### src/hpga_pkg.sv
// ----------------------------------------------------------------------------
// HEVC POC and GOP analyzer package
// Transfer payload types, the control bundle between the pipeline and the GOP
// tracker, and the fixed codes of the frame header fields.
// ----------------------------------------------------------------------------
package hpga_pkg;

   typedef struct packed {
      logic        op;
      logic        is_idr;
      logic [1:0]  pic_class;
      logic [5:0]  nal_code;
      logic [2:0]  temporal_id;
      logic [15:0] poc_lsb;
   } req_type;

   typedef struct packed {
      logic signed [31:0] poc;
      logic [7:0]         entry_flags;
      logic [7:0]         max_b_run;
      logic [15:0]        max_gop_size;
      logic               gop_unlimited;
      logic               closed_gop;
      logic               identical_gop;
      logic               starts_with_intra;
   } rsp_type;

   typedef struct packed {
      logic [7:0]  max_b_run;
      logic [15:0] max_gop_size;
      logic        gop_unlimited;
      logic        closed_gop;
      logic        identical_gop;
      logic        starts_with_intra;
   } stats_type;

   typedef struct packed {
      logic accept;   // a request transfer enters the input stage
      logic commit;   // the input stage item updates the state
   } ctl_type;

   localparam logic OP_FRAME = 1'b0;
   localparam logic OP_EOS   = 1'b1;

   localparam logic [1:0] FT_I       = 2'd0;
   localparam logic [1:0] FT_P       = 2'd1;
   localparam logic [1:0] FT_B       = 2'd2;
   localparam logic [1:0] FT_UNKNOWN = 2'd3;

   localparam logic [1:0] PRED_I = 2'd0;
   localparam logic [1:0] PRED_P = 2'd2;
   localparam logic [1:0] PRED_B = 2'd3;

   localparam logic [7:0] FLAG_IDR = 8'h84;

   localparam logic [5:0] NAL_RADL_N   = 6'd6;
   localparam logic [5:0] NAL_RADL_R   = 6'd7;
   localparam logic [5:0] NAL_RASL_N   = 6'd8;
   localparam logic [5:0] NAL_RASL_R   = 6'd9;
   localparam logic [5:0] NAL_SLNR_MAX = 6'd14;

   localparam logic [4:0] LOG2_POC_RESET  = 5'd8;
   localparam logic [4:0] LOG2_POC_BAD    = 5'd31;
   localparam logic [4:0] LOG2_POC_NOWRAP = 5'd17;

   localparam logic [7:0]  B_RUN_LIMIT    = 8'hFF;
   localparam logic [31:0] GOP_SIZE_LIMIT = 32'd65535;
   localparam logic [31:0] FRAME_POS_MAX  = 32'hFFFF_FFFF;

   // Unknown frame types count as intra.
   function automatic logic [1:0] norm_type(input logic [1:0] ft);
      logic [1:0] res;
      begin
         res = (ft == FT_UNKNOWN) ? FT_I : ft;
         return res;
      end
   endfunction

endpackage

### src/hpga_poc_unit.sv
// ----------------------------------------------------------------------------
// HEVC picture order count decoder
// Derives the POC MSB from the previous reference picture and keeps the
// previous-POC state that TemporalId-0 reference pictures update.
// ----------------------------------------------------------------------------
module hpga_poc_unit (
   input  logic             clock,
   input  logic             reset,
   input  logic             commit,
   input  hpga_pkg::req_type item,
   input  logic [4:0]       log2_max_poc_lsb,
   output logic [31:0]      poc
);

   logic [15:0] prev_lsb_ff, prev_lsb_in;
   logic [31:0] prev_msb_ff, prev_msb_in;
   logic        have_prev_ff, have_prev_in;

   logic        frame;
   logic        mod_ok;
   logic        no_wrap;
   logic [31:0] modulus;
   logic [4:0]  half_sh;
   logic [16:0] half;
   logic [15:0] d_down;
   logic [15:0] d_up;
   logic        wrap_down;
   logic        wrap_up;
   logic [31:0] msb;
   logic        is_rasl;
   logic        is_radl;
   logic        is_slnr;
   logic        updates_prev;

   always_comb begin
      frame   = (item.op == hpga_pkg::OP_FRAME);
      mod_ok  = (log2_max_poc_lsb != 5'd0) && (log2_max_poc_lsb != hpga_pkg::LOG2_POC_BAD);
      // Beyond 2^17 the half modulus exceeds any 16-bit LSB difference.
      no_wrap = (log2_max_poc_lsb > hpga_pkg::LOG2_POC_NOWRAP);
      modulus = 32'd1 << log2_max_poc_lsb;
      half_sh = log2_max_poc_lsb - 5'd1;
      half    = 17'd1 << half_sh;
      d_down  = prev_lsb_ff - item.poc_lsb;
      d_up    = item.poc_lsb - prev_lsb_ff;

      wrap_down = (item.poc_lsb < prev_lsb_ff) && !no_wrap && ({1'b0, d_down} >= half);
      wrap_up   = (item.poc_lsb > prev_lsb_ff) && !no_wrap && ({1'b0, d_up} > half);

      if (!have_prev_ff || !mod_ok) begin
         msb = 32'd0;
      end else if (wrap_down) begin
         msb = prev_msb_ff + modulus;
      end else if (wrap_up) begin
         msb = prev_msb_ff - modulus;
      end else begin
         msb = prev_msb_ff;
      end

      is_rasl = (item.nal_code == hpga_pkg::NAL_RASL_N) ||
                (item.nal_code == hpga_pkg::NAL_RASL_R);
      is_radl = (item.nal_code == hpga_pkg::NAL_RADL_N) ||
                (item.nal_code == hpga_pkg::NAL_RADL_R);
      is_slnr = (item.nal_code <= hpga_pkg::NAL_SLNR_MAX) && !item.nal_code[0];
      updates_prev = (item.temporal_id == 3'd0) && !is_rasl && !is_radl && !is_slnr;

      if (!frame || item.is_idr) begin
         poc = 32'd0;
      end else begin
         poc = msb + {16'd0, item.poc_lsb};
      end

      prev_lsb_in  = prev_lsb_ff;
      prev_msb_in  = prev_msb_ff;
      have_prev_in = have_prev_ff;
      if (commit && frame) begin
         if (item.is_idr) begin
            prev_lsb_in  = 16'd0;
            prev_msb_in  = 32'd0;
            have_prev_in = 1'b1;
         end else if (updates_prev) begin
            prev_lsb_in  = item.poc_lsb;
            prev_msb_in  = msb;
            have_prev_in = 1'b1;
         end
      end
   end

   always_ff @(posedge clock) begin
      if (reset) begin
         prev_lsb_ff  <= 16'd0;
         prev_msb_ff  <= 32'd0;
         have_prev_ff <= 1'b0;
      end else begin
         prev_lsb_ff  <= prev_lsb_in;
         prev_msb_ff  <= prev_msb_in;
         have_prev_ff <= have_prev_in;
      end
   end

endmodule

### config.mk
export PLATFORM = sky130hd
export DESIGN_NAME = hpga_poc_unit
export DESIGN_NICKNAME = d
export VERILOG_FILES = /design/src/hpga_pkg.sv /design/src/hpga_poc_unit.sv
export SDC_FILE = /design/constraint.sdc
export NUM_CORES = 1
export LEC_CHECK = 0
export BUFFER_PORTS_ARGS = -buffer_cell sky130_fd_sc_hd__buf_2
export CORE_MARGIN = 10
export CORE_UTILIZATION = 55
export DETAILED_ROUTE_END_ITERATION = 10
export PLACE_DENSITY = 0.8
export RECOVER_POWER = 25
export SKIP_CTS_REPAIR_TIMING = 1
export SYNTH_ARGS = -nofsm -noshare
export SYNTH_HDL_FRONTEND = slang
export SYNTH_SLANG_ARGS = --single-unit
### constraint.sdc
create_clock -name clock -period 8.34 [get_ports clock]
set_input_delay 0.417 -clock clock [delete_from_list [all_inputs] [get_ports clock]]
set_output_delay 0.417 -clock clock [all_outputs]
set_load 0.01 [all_outputs]
==> impl_metrics.env, run 1 <==
export IMPL_grt_overflow_total=0
export IMPL_nNetsFinal=1679
export IMPL_route_vias_total=11435
export IMPL_r2r_slack_ns=2.62
export IMPL_numCtsBuffers=5
export IMPL_slowest_stage="dfxtp_4"
export IMPL_synth_compound_area_share_pct=33.3
export IMPL_pwr_density_cell_nw_per_um2=84.2
export IMPL_fin_ws_ns=0.142
export IMPL_fillers=1600
export IMPL_cpMostUsedCell="a21oi_2"
export IMPL_synth_xor_area_share_pct=4.84
export IMPL_placementRows=49
export IMPL_yosys_mux_area_fraction_pct=1.00
export IMPL_r2r_start="prev_lsb_ff[0]"
export IMPL_hp_start="item[2]"
export IMPL_critPathCaptureType="output port"
export IMPL_hpwl_microns=26600
export IMPL_path_buf_inv=7
export IMPL_synth_edff_count=0
export IMPL_dieWidth_microns=156
export IMPL_final_cell_mix="nor2_1 (164), ha_1 (134), inv_1 (119), nand2_1 (113), a21oi_1 (85)"
export IMPL_multi_input_area_sq_um=8650
export IMPL_dp_slack_ns=-0.115
export IMPL_worst_clock_skew_ns=0.0149
export IMPL_hold_ws_ns=0.429
export IMPL_diodes=0
export IMPL_fin_crit_sh_pct=98.3
export IMPL_yosys_cell_types_count=106
export IMPL_async_reset_ff_share_pct=0
export IMPL_fmax_ghz=0.122
export IMPL_gp_congestion=1.03
export IMPL_root_buffer="clkbuf_16"
export IMPL_critical_path_top_delay_family="compound AO/OA/AOI/OAI gates"
export IMPL_clkSinkCount=49
export IMPL_synth_area_sq_um=10100
export IMPL_reg2regPathDepth=34
export IMPL_ys_flop_type="dfxtp_1"
export IMPL_wirelength_microns=36100
export IMPL_critPathArrivalTime_ns=7.78
export IMPL_vias_per_cell=6.61
export IMPL_relSlewSlack_pct=-95.6
export IMPL_dr_pass1_iters=8
export IMPL_slew_violations=50
export IMPL_setup_viol=0
export IMPL_hold_end="prev_lsb_ff[2]"
export IMPL_drive_gt1_share_pct=18.7
export IMPL_outcome="finished with violations"
export IMPL_clk_pin_slew_worst_paths_ns=0.08
export IMPL_crit_start="prev_lsb_ff[0]"
export IMPL_failed_checks="max-capacitance violations, max-slew violations"
export IMPL_tritoncts="done"
export IMPL_clkLatencyLatePin_ns=0.32
export IMPL_final_antenna_net_count=0
export IMPL_cp_max_fo=8
export IMPL_core_sq_um=18000
export IMPL_grt_antenna_before_repair=1
export IMPL_drc=0
export IMPL_ys_warn_count=0
export IMPL_port_buffers=66
export IMPL_syn2layout_area_growth_pct=13.8
export IMPL_synth_nets=1600
export IMPL_drt_iter0_drc=1275
export IMPL_cp_required_ns=7.92
export IMPL_die_area_sq_um=24300
export IMPL_total_power_w=0.000971
export IMPL_wl_per_cell_microns=20.9
export IMPL_worst_pin_slew_ns=2.93
export IMPL_synthAdderAreaFrac_pct=18.1
export IMPL_hold_violations=0
export IMPL_htreeDepth=2
export IMPL_grt_max_degree=50
export IMPL_min_path_type="in -> reg"
export IMPL_grt_pass1_vias=10567
export IMPL_r2r_end="prev_msb_ff[30]"
export IMPL_slowest_delay_ns=0.36
export IMPL_pin_count=69
export IMPL_mostFrequentLayoutCell="nor2_1"
export IMPL_ir_worst_vdd_v=0.0000803
export IMPL_hold_depth=3
export IMPL_synth_simple_area_share_pct=25.0
export IMPL_synth_cells=1422
export IMPL_ys_ff_latch=49
export IMPL_crit_type="reg -> out"
export IMPL_cp_start_kind="flop"
export IMPL_synth_top_family_by_area="compound AO/OA/AOI/OAI gates"
export IMPL_clock_path_buffers=2
export IMPL_die_h_microns=156
export IMPL_seq_area_frac_synth_pct=9.68
export IMPL_syn_area_per_cell_sq_um=7.13
export IMPL_maxCapViolCount=1
export IMPL_grt_total_usage_pct=27.6
export IMPL_fin_crit_ns=8.20
export IMPL_regArea_sq_um=986
export IMPL_p_leak_nw=5.40
export IMPL_grt_pass1_wl_microns=55400
export IMPL_initial_core_util_pct=56.2
## power breakdown
part / total (W) / internal [W] / switching, W
Combinational: 0.000499 / 0.000190 / 0.000309
Sequential: 0.000238 / 0.000236 / 0.00000232
Clock: 0.000234 / 0.000119 / 0.000115
## routing by layer
metal | up-vias | track usage (%) | wire [microns]
li1 | 5331 | - | -
met1 | 5378 | 36.6 | 15100
met2 | 614 | 44.3 | 16300
met3 | 110 | 5.68 | 3660
met4 | 2 | 8.02 | 1150
met5 | - | 0 | 13
## area by class of cell
type                            count  area share (%)
Clock buffer                        7            1.24
Timing Repair Buffer              152            8.75
Tap cell                          229            2.49
Inverter                          121            3.94
Multi-Input combinational cell   1172            75.0
Sequential cell                    49            8.55
## metrics by stage
step | cells | cell area (sq um) | utilization, % | setup TNS, ns
after floorplan | 1422 | 10100 | - | 0
after global placement | 1712 | 11000 | 60.8 | 0
after detailed placement | 1712 | 11000 | 60.8 | -0.263
after CTS | 1719 | 11100 | 61.6 | -1.57
after global routing | 1730 | 11500 | 64.0 | -2.19
final | 1730 | 11500 | 64.0 | 0
## worst max-delay path by stage
stage,endpoint,slack [ns],depth (start not counted)
2_1_floorplan,poc[22],0.06,42
3_3_place_gp,poc[18],0.03,42
3_5_place_dp,poc[18],-0.12,42
4_1_cts,poc[18],-0.27,43
5_1_grt,poc[24],-0.25,43
6_report,poc[24],0.14,43
## worst reg2reg max path: cells and delay by family, from the launching register on
family | cells | cell delay [ns]
AND/OR/NAND/NOR | 7 | 0.96
adder cells (fa/ha/maj) | 3 | 0.79
flip-flops | 1 | 0.36
AO/OA/AOI/OAI | 16 | 2.62
buffers and inverters | 6 | 0.78
XOR/XNOR | 1 | 0.06
multiplexers | 1 | 0.08
## cells in the mapped netlist (11+ instances only)
cell type    n  area, sq um
a211oi_1    22          165
or3_1       19          119
o21ai_0     56          280
a22oi_1     47          353
a221o_1     13          130
ha_1       136         1700
buf_2       12         60.1
dfxtp_1     49          981
nand3_1     27          135
nand2b_1    19          119
nor3_1      32          160
and3_1      11         68.8
a31oi_1     14         87.6
nand2_1    114          428
o21bai_1    17          128
o211ai_1    16          120
nor2b_1     19          119
inv_1      121          454
o31ai_1     11         82.6
a21o_1      37          278
xnor2_1     37          324
nand4_1     16          100
clkbuf_1    51          191
nor2_1     167          627
a21oi_1    103          515
o221ai_1    13          114
and2_1      12         75.1
xor2_1      19          166
## registers in the layout (all words and copies together) (netlist names)
register      count
prev_lsb_ff      16
have_prev_ff      1
prev_msb_ff      32
## logic make-up after synthesis
group,after synthesis
AO/OA/AOI/OAI,458
adder cells (fa/ha/maj),144
AND/OR/NAND/NOR,504
buffers and inverters,201
flip-flops,49
XOR/XNOR,56
multiplexers,10
(Power assumes the default switching activity.)
==> run 2, diff against run 1 <==
- BUFFER_PORTS_ARGS: -buffer_cell sky130_fd_sc_hd__buf_2 -> default
- CELL_PAD_IN_SITES_DETAIL_PLACEMENT: default -> 1
- CELL_PAD_IN_SITES_GLOBAL_PLACEMENT: default -> 2
- CORE_UTILIZATION: 55 -> 35
- DONT_BUFFER_PORTS: default -> 1
- PLACE_DENSITY: 0.8 -> 0.84
==> run 2 against run 1 <==
The flow still finishes with violations (max-capacitance violations, max-slew violations). First-iteration DRC count down 40%. Clock-buffer cell count unchanged. Clock power up 19%. Total power up 1.8%. Sequential share of layout area up 0.080 points. Via count down 3.5%. Critical path depth up 1. Global-route usage down 5.9 points. Non-clock buffer count down 72. Critical path type unchanged. Routed wire length up 14%. Register-to-register slack worse by 0.09 ns. Utilization down 24 points.
==> impl_metrics.env, run 2 (synthesis results as in run 1) <==
export IMPL_outcome="finished with violations"
export IMPL_failed_checks="max-capacitance violations, max-slew violations"
export IMPL_root_buffer="clkbuf_16"
export IMPL_core_sq_um=28600
export IMPL_wl_met3_microns=2610
export IMPL_worst_clock_skew_ns=0.00610
export IMPL_dp_cells=1792
export IMPL_final_antenna_net_count=0
export IMPL_grt_overflow_total=0
export IMPL_final_cell_mix="nor2_1 (163), ha_1 (133), inv_1 (120), nand2_1 (113), a21oi_1 (85)"
export IMPL_drc=0
export IMPL_numCtsBuffers=5
export IMPL_fin_crit_ns=8.06
export IMPL_r2r_start="prev_lsb_ff[0]"
export IMPL_largest_reg_flops=32
export IMPL_grt_pass1_vias=11252
export IMPL_slowest_stage="fa_2"
export IMPL_total_power_w=0.000988
export IMPL_wl_per_cell_microns=22.6
export IMPL_crit_start="prev_lsb_ff[0]"
export IMPL_setup_viol=0
export IMPL_top_regs="prev_msb_ff: 32 flops, prev_lsb_ff: 16 flops, have_prev_ff: 1 flops"
export IMPL_r2r_slack_ns=2.53
export IMPL_pin_count=69
export IMPL_vias_per_cell=6.08
export IMPL_port_buffers=0
export IMPL_top_layer="met4"
export IMPL_route_vias_total=11033
export IMPL_clk_pin_slew_worst_paths_ns=0.08
export IMPL_tritoncts="done"
export IMPL_clkSinkCount=49
export IMPL_clkLatencyLatePin_ns=0.33
export IMPL_min_path_type="in -> reg"
export IMPL_r2r_end="prev_msb_ff[18]"
export IMPL_fin_ws_ns=0.282
export IMPL_relSlewSlack_pct=-114
export IMPL_endpoint="poc[11]"
export IMPL_rsz0062_at_grt="true"
export IMPL_max_flop_register="prev_msb_ff"
export IMPL_cpMostUsedCell="a21oi_2"
export IMPL_fin_crit_sh_pct=96.6
export IMPL_met1_length_microns=18800
export IMPL_wirelength_microns=41000
export IMPL_drive_gt1_share_pct=15.2
export IMPL_cp_max_fo=7
export IMPL_dr_pass1_iters=6
export IMPL_stdcell_count=1814
export IMPL_hold_violations=0
export IMPL_p_leak_nw=5.11
export IMPL_crit_type="reg -> out"
export IMPL_fmax_ghz=0.124
export IMPL_nNetsFinal=1607
export IMPL_dr_wl_met2_microns=18700
export IMPL_stdcell_area_sq_um=11400
export IMPL_cp_start_kind="flop"
export IMPL_gp_congestion=0.897
export IMPL_worst_pin_slew_ns=3.21
export IMPL_pwr_density_cell_nw_per_um2=86.8
export IMPL_ir_worst_vdd_v=0.0000750
export IMPL_die_h_microns=190
export IMPL_diodes=0
export IMPL_slowest_delay_ns=0.35
export IMPL_dp_slack_ns=-0.0799
export IMPL_initial_core_util_pct=35.4
export IMPL_grt_total_usage_pct=21.8
export IMPL_place_area_sq_um=10800
export IMPL_htreeDepth=2
export IMPL_clock_path_buffers=2
export IMPL_cp_required_ns=7.92
export IMPL_syn2layout_area_growth_pct=12.4
export IMPL_drt_iter0_drc=759
export IMPL_slew_violations=50
export IMPL_hpwl_microns=31200
export IMPL_critPathArrivalTime_ns=7.64
export IMPL_critPathCaptureType="output port"
export IMPL_placementRows=62
export IMPL_maxCapViolCount=1
export IMPL_die_area_sq_um=36200
export IMPL_dieWidth_microns=190
export IMPL_grt_pass1_wl_microns=63100
export IMPL_grt_antenna_before_repair=0
export IMPL_mostFrequentLayoutCell="nor2_1"
export IMPL_reg2regPathDepth=30
export IMPL_grt_max_degree=50
==> run 2: cell types whose count changed in the layout (fill, tap and decap cells not counted), moves of 2 or more <==
cell,previous run,this run
o31ai_1,11,8
o31ai_2,1,4
a21boi_1,3,1
buf_4,79,76
buf_2,64,0
buf_6,4,2
nor3_2,7,5
nand3_1,25,23
==> run 2: layout make-up <==
type                    count  area, sq um
fillers                  3570        17200
multi-input cells        1172         8680
flip-flops and latches     49          983
repair buffers             80          617
well taps                 384          480
inverters                 121          454
clock buffers               7          143
clock inverters             1         30.0
==> run 2: worst min-delay path by stage <==
stage	end	start	cells past startpoint
floorplan	have_prev_ff	have_prev_ff	2
global placement	have_prev_ff	have_prev_ff	2
detailed placement	have_prev_ff	have_prev_ff	2
CTS	prev_msb_ff[21]	reset	1
global route	prev_msb_ff[22]	reset	1
finish	prev_msb_ff[21]	reset	1
==> run 2: per-stage QoR <==
| stage | util [%] | setup TNS [ns] | hold WS [ns] |
|---|---|---|---|
| after floorplan | - | 0 | 0.434 |
| final | 39.8 | 0 | 0.152 |
| after global routing | 39.8 | -1.30 | 0.153 |
| after CTS | 38.2 | -4.71 | 0.148 |
| after detailed placement | 37.6 | -0.242 | 0.477 |
| after global placement | 37.6 | 0 | 0.440 |
==> run 2: report_power, final <==
group | total (W) | internal, W | switching, W
Sequential | 0.000239 | 0.000236 | 0.00000242
Combinational | 0.000472 | 0.000174 | 0.000298
Clock | 0.000278 | 0.000151 | 0.000127
Total | 0.000988 | 0.000561 | 0.000427
==> run 2: worst max-delay path: cells and delay by family, from the launching register on <==
kind	cells	cell delay (ns)
compound gates	25	4.09
flops	1	0.34
xor+xnor	1	0.08
buf+inv	7	0.89
simple gates	6	0.44
fa+ha+maj	5	1.49
==> run 2: metal layers <==
layer	global-route usage (%)	vias up
met4	6.21	0
met5	0	-
li1	-	5178
met1	29.3	5472
met2	35.2	314
met3	3.42	69
==> run 3, diff against run 2 <==
==> constraint.sdc (replaced) <==
create_clock -name clock -period 8.34 [get_ports clock]
set_input_delay 0.834 -clock clock [delete_from_list [all_inputs] [get_ports clock]]
set_output_delay 0.834 -clock clock [all_outputs]
set_load 0.01 [all_outputs]
==> run 3 against run 2 <==
The flow finishes with violations (max-capacitance violations, max-slew violations, negative setup slack). Combinational power up 8.5%. Largest cell class unchanged. Utilization up 2.4 points. Critical path type is now in -> out. Fmax down 7.8%. Sequential cell count unchanged. Setup slack worse by 0.68 ns. Non-clock buffer count up 77. Hold slack better by 0.33 ns. Total power down 0.33%. Cell area up 5.9%.
==> impl_metrics.env, run 3 (synthesis results as in run 1) <==
export IMPL_htreeDepth=2
export IMPL_p_leak_nw=5.51
export IMPL_mostFrequentLayoutCell="nor2_1"
export IMPL_numCtsBuffers=5
export IMPL_route_vias_total=11362
export IMPL_drt_iter0_drc=814
export IMPL_slew_violations=50
export IMPL_fin_ws_ns=-0.396
export IMPL_min_path_type="reg -> reg"
export IMPL_wl_per_cell_microns=22.2
export IMPL_slowest_delay_ns=0.43
export IMPL_max_flop_register="prev_msb_ff"
export IMPL_outcome="finished with violations"
export IMPL_tns_ns=-4.99
export IMPL_gp_congestion=0.905
export IMPL_worst_clock_skew_ns=0.0156
export IMPL_pin_count=69
export IMPL_drc=0
export IMPL_hold_ws_ns=0.480
export IMPL_cpMostUsedCell="a21oi_2"
export IMPL_final_cell_mix="nor2_1 (161), buf_4 (153), ha_1 (131), inv_1 (115), nand2_1 (108)"
export IMPL_regArea_sq_um=981
export IMPL_reg2regPathDepth=28
export IMPL_initial_core_util_pct=35.4
export IMPL_die_h_microns=190
export IMPL_stdcell_count=1891
export IMPL_port_buffers=0
export IMPL_clock_path_buffers=2
export IMPL_worst_pin_slew_ns=3.02
export IMPL_hold_violations=0
export IMPL_diodes=0
export IMPL_fillers=3591
export IMPL_tritoncts="done"
export IMPL_cp_required_ns=7.51
export IMPL_wirelength_microns=42000
export IMPL_die_area_sq_um=36200
export IMPL_pwr_density_cell_nw_per_um2=81.6
export IMPL_crit_type="in -> out"
export IMPL_dp_slack_ns=-0.801
export IMPL_root_buffer="clkbuf_16"
export IMPL_failed_checks="max-capacitance violations, max-slew violations, negative setup slack"
export IMPL_grt_total_usage_pct=22.4
export IMPL_dr_pass1_iters=5
export IMPL_fin_crit_sh_pct=105
export IMPL_drive_gt1_share_pct=21.0
export IMPL_grt_overflow_total=0
export IMPL_hold_depth=2
export IMPL_setup_viol=20
export IMPL_grt_antenna_before_repair=0
export IMPL_dieWidth_microns=190
export IMPL_ir_worst_vdd_v=0.0000813
export IMPL_slowest_stage="o41ai_4"
export IMPL_fmax_ghz=0.114
export IMPL_multi_input_area_sq_um=8800
export IMPL_syn2layout_area_growth_pct=19.1
export IMPL_top_regs="prev_msb_ff: 32 flops, prev_lsb_ff: 16 flops, have_prev_ff: 1 flops"
export IMPL_critPathCaptureType="output port"
export IMPL_grt_pass1_vias=11344
export IMPL_clkSinkCount=49
export IMPL_placementRows=62
export IMPL_critPathArrivalTime_ns=7.90
export IMPL_dp_cells=1857
export IMPL_relSlewSlack_pct=-101
export IMPL_core_sq_um=28600
export IMPL_clkLatencyLatePin_ns=0.33
export IMPL_fin_crit_ns=8.74
export IMPL_grt_max_degree=50
export IMPL_cp_max_fo=7
export IMPL_largest_reg_flops=32
export IMPL_vias_per_cell=6.01
export IMPL_rsz0062_at_grt="true"
export IMPL_maxCapViolCount=1
export IMPL_final_antenna_net_count=0
export IMPL_nNetsFinal=1684
export IMPL_clk_pin_slew_worst_paths_ns=0.09
export IMPL_cp_start_kind="input pin"
export IMPL_grt_pass1_wl_microns=64700
export IMPL_hpwl_microns=32500
==> run 3: cell count changes in the layout (fill, tap and decap cells not counted), sizes merged <==
cell and delta:
inv -1, bufinv -1, clkbuf -2, clkinvlp +2
buf +77, clkinv +2
==> run 3: worst paths after layout <==
path	start	to	slack [ns]
worst min register to register	have_prev_ff	have_prev_ff	0.48
worst max-delay path	item[0]	poc[18]	-0.40
worst max register to register	prev_lsb_ff[0]	prev_msb_ff[18]	2.12
worst min-delay path	have_prev_ff	have_prev_ff	0.48
==> run 3: cell type report <==
class                   instances  area share, %
clock buffers                   5           1.04
clock inverters                 3          0.176
inverters                     121           3.92
multi-input cells            1172           72.9
flip-flops and latches         49           8.13
well taps                     384           3.98
repair buffers                157           9.83
==> run 3: critical path, delay by kind of cell <==
family	cells	cell delay, ns
fa+ha+maj	5	1.45
xor+xnor	1	0.09
compound gates	23	3.86
simple gates	5	0.96
buf+inv	6	0.69
==> run 3: routing by layer <==
layer	track usage (%)	part of all wire, %	wire (microns)
met1	28.7	44	18600
met5	0	0	0
met2	37.9	48	20300
met4	6.09	2.2	923
met3	3.52	5.2	2180
==> run 3: stage by stage <==
| stage | area, sq um | power, W | util [%] |
|---|---|---|---|
| finish | 12100 | 0.000985 | 42.2 |
| floorplan | 10300 | 0.000561 | - |
| global route | 12100 | 0.00104 | 42.2 |
| global placement | 11300 | 0.000697 | 39.6 |
| detailed placement | 11300 | 0.000710 | 39.6 |
| CTS | 11500 | 0.000946 | 40.1 |
==> run 3: power breakdown <==
part           total [W]  internal (W)  switching [W]
Clock           0.000234      0.000113       0.000121
Combinational   0.000512      0.000203       0.000310
Sequential      0.000239      0.000236     0.00000241
Total           0.000985      0.000552       0.000433
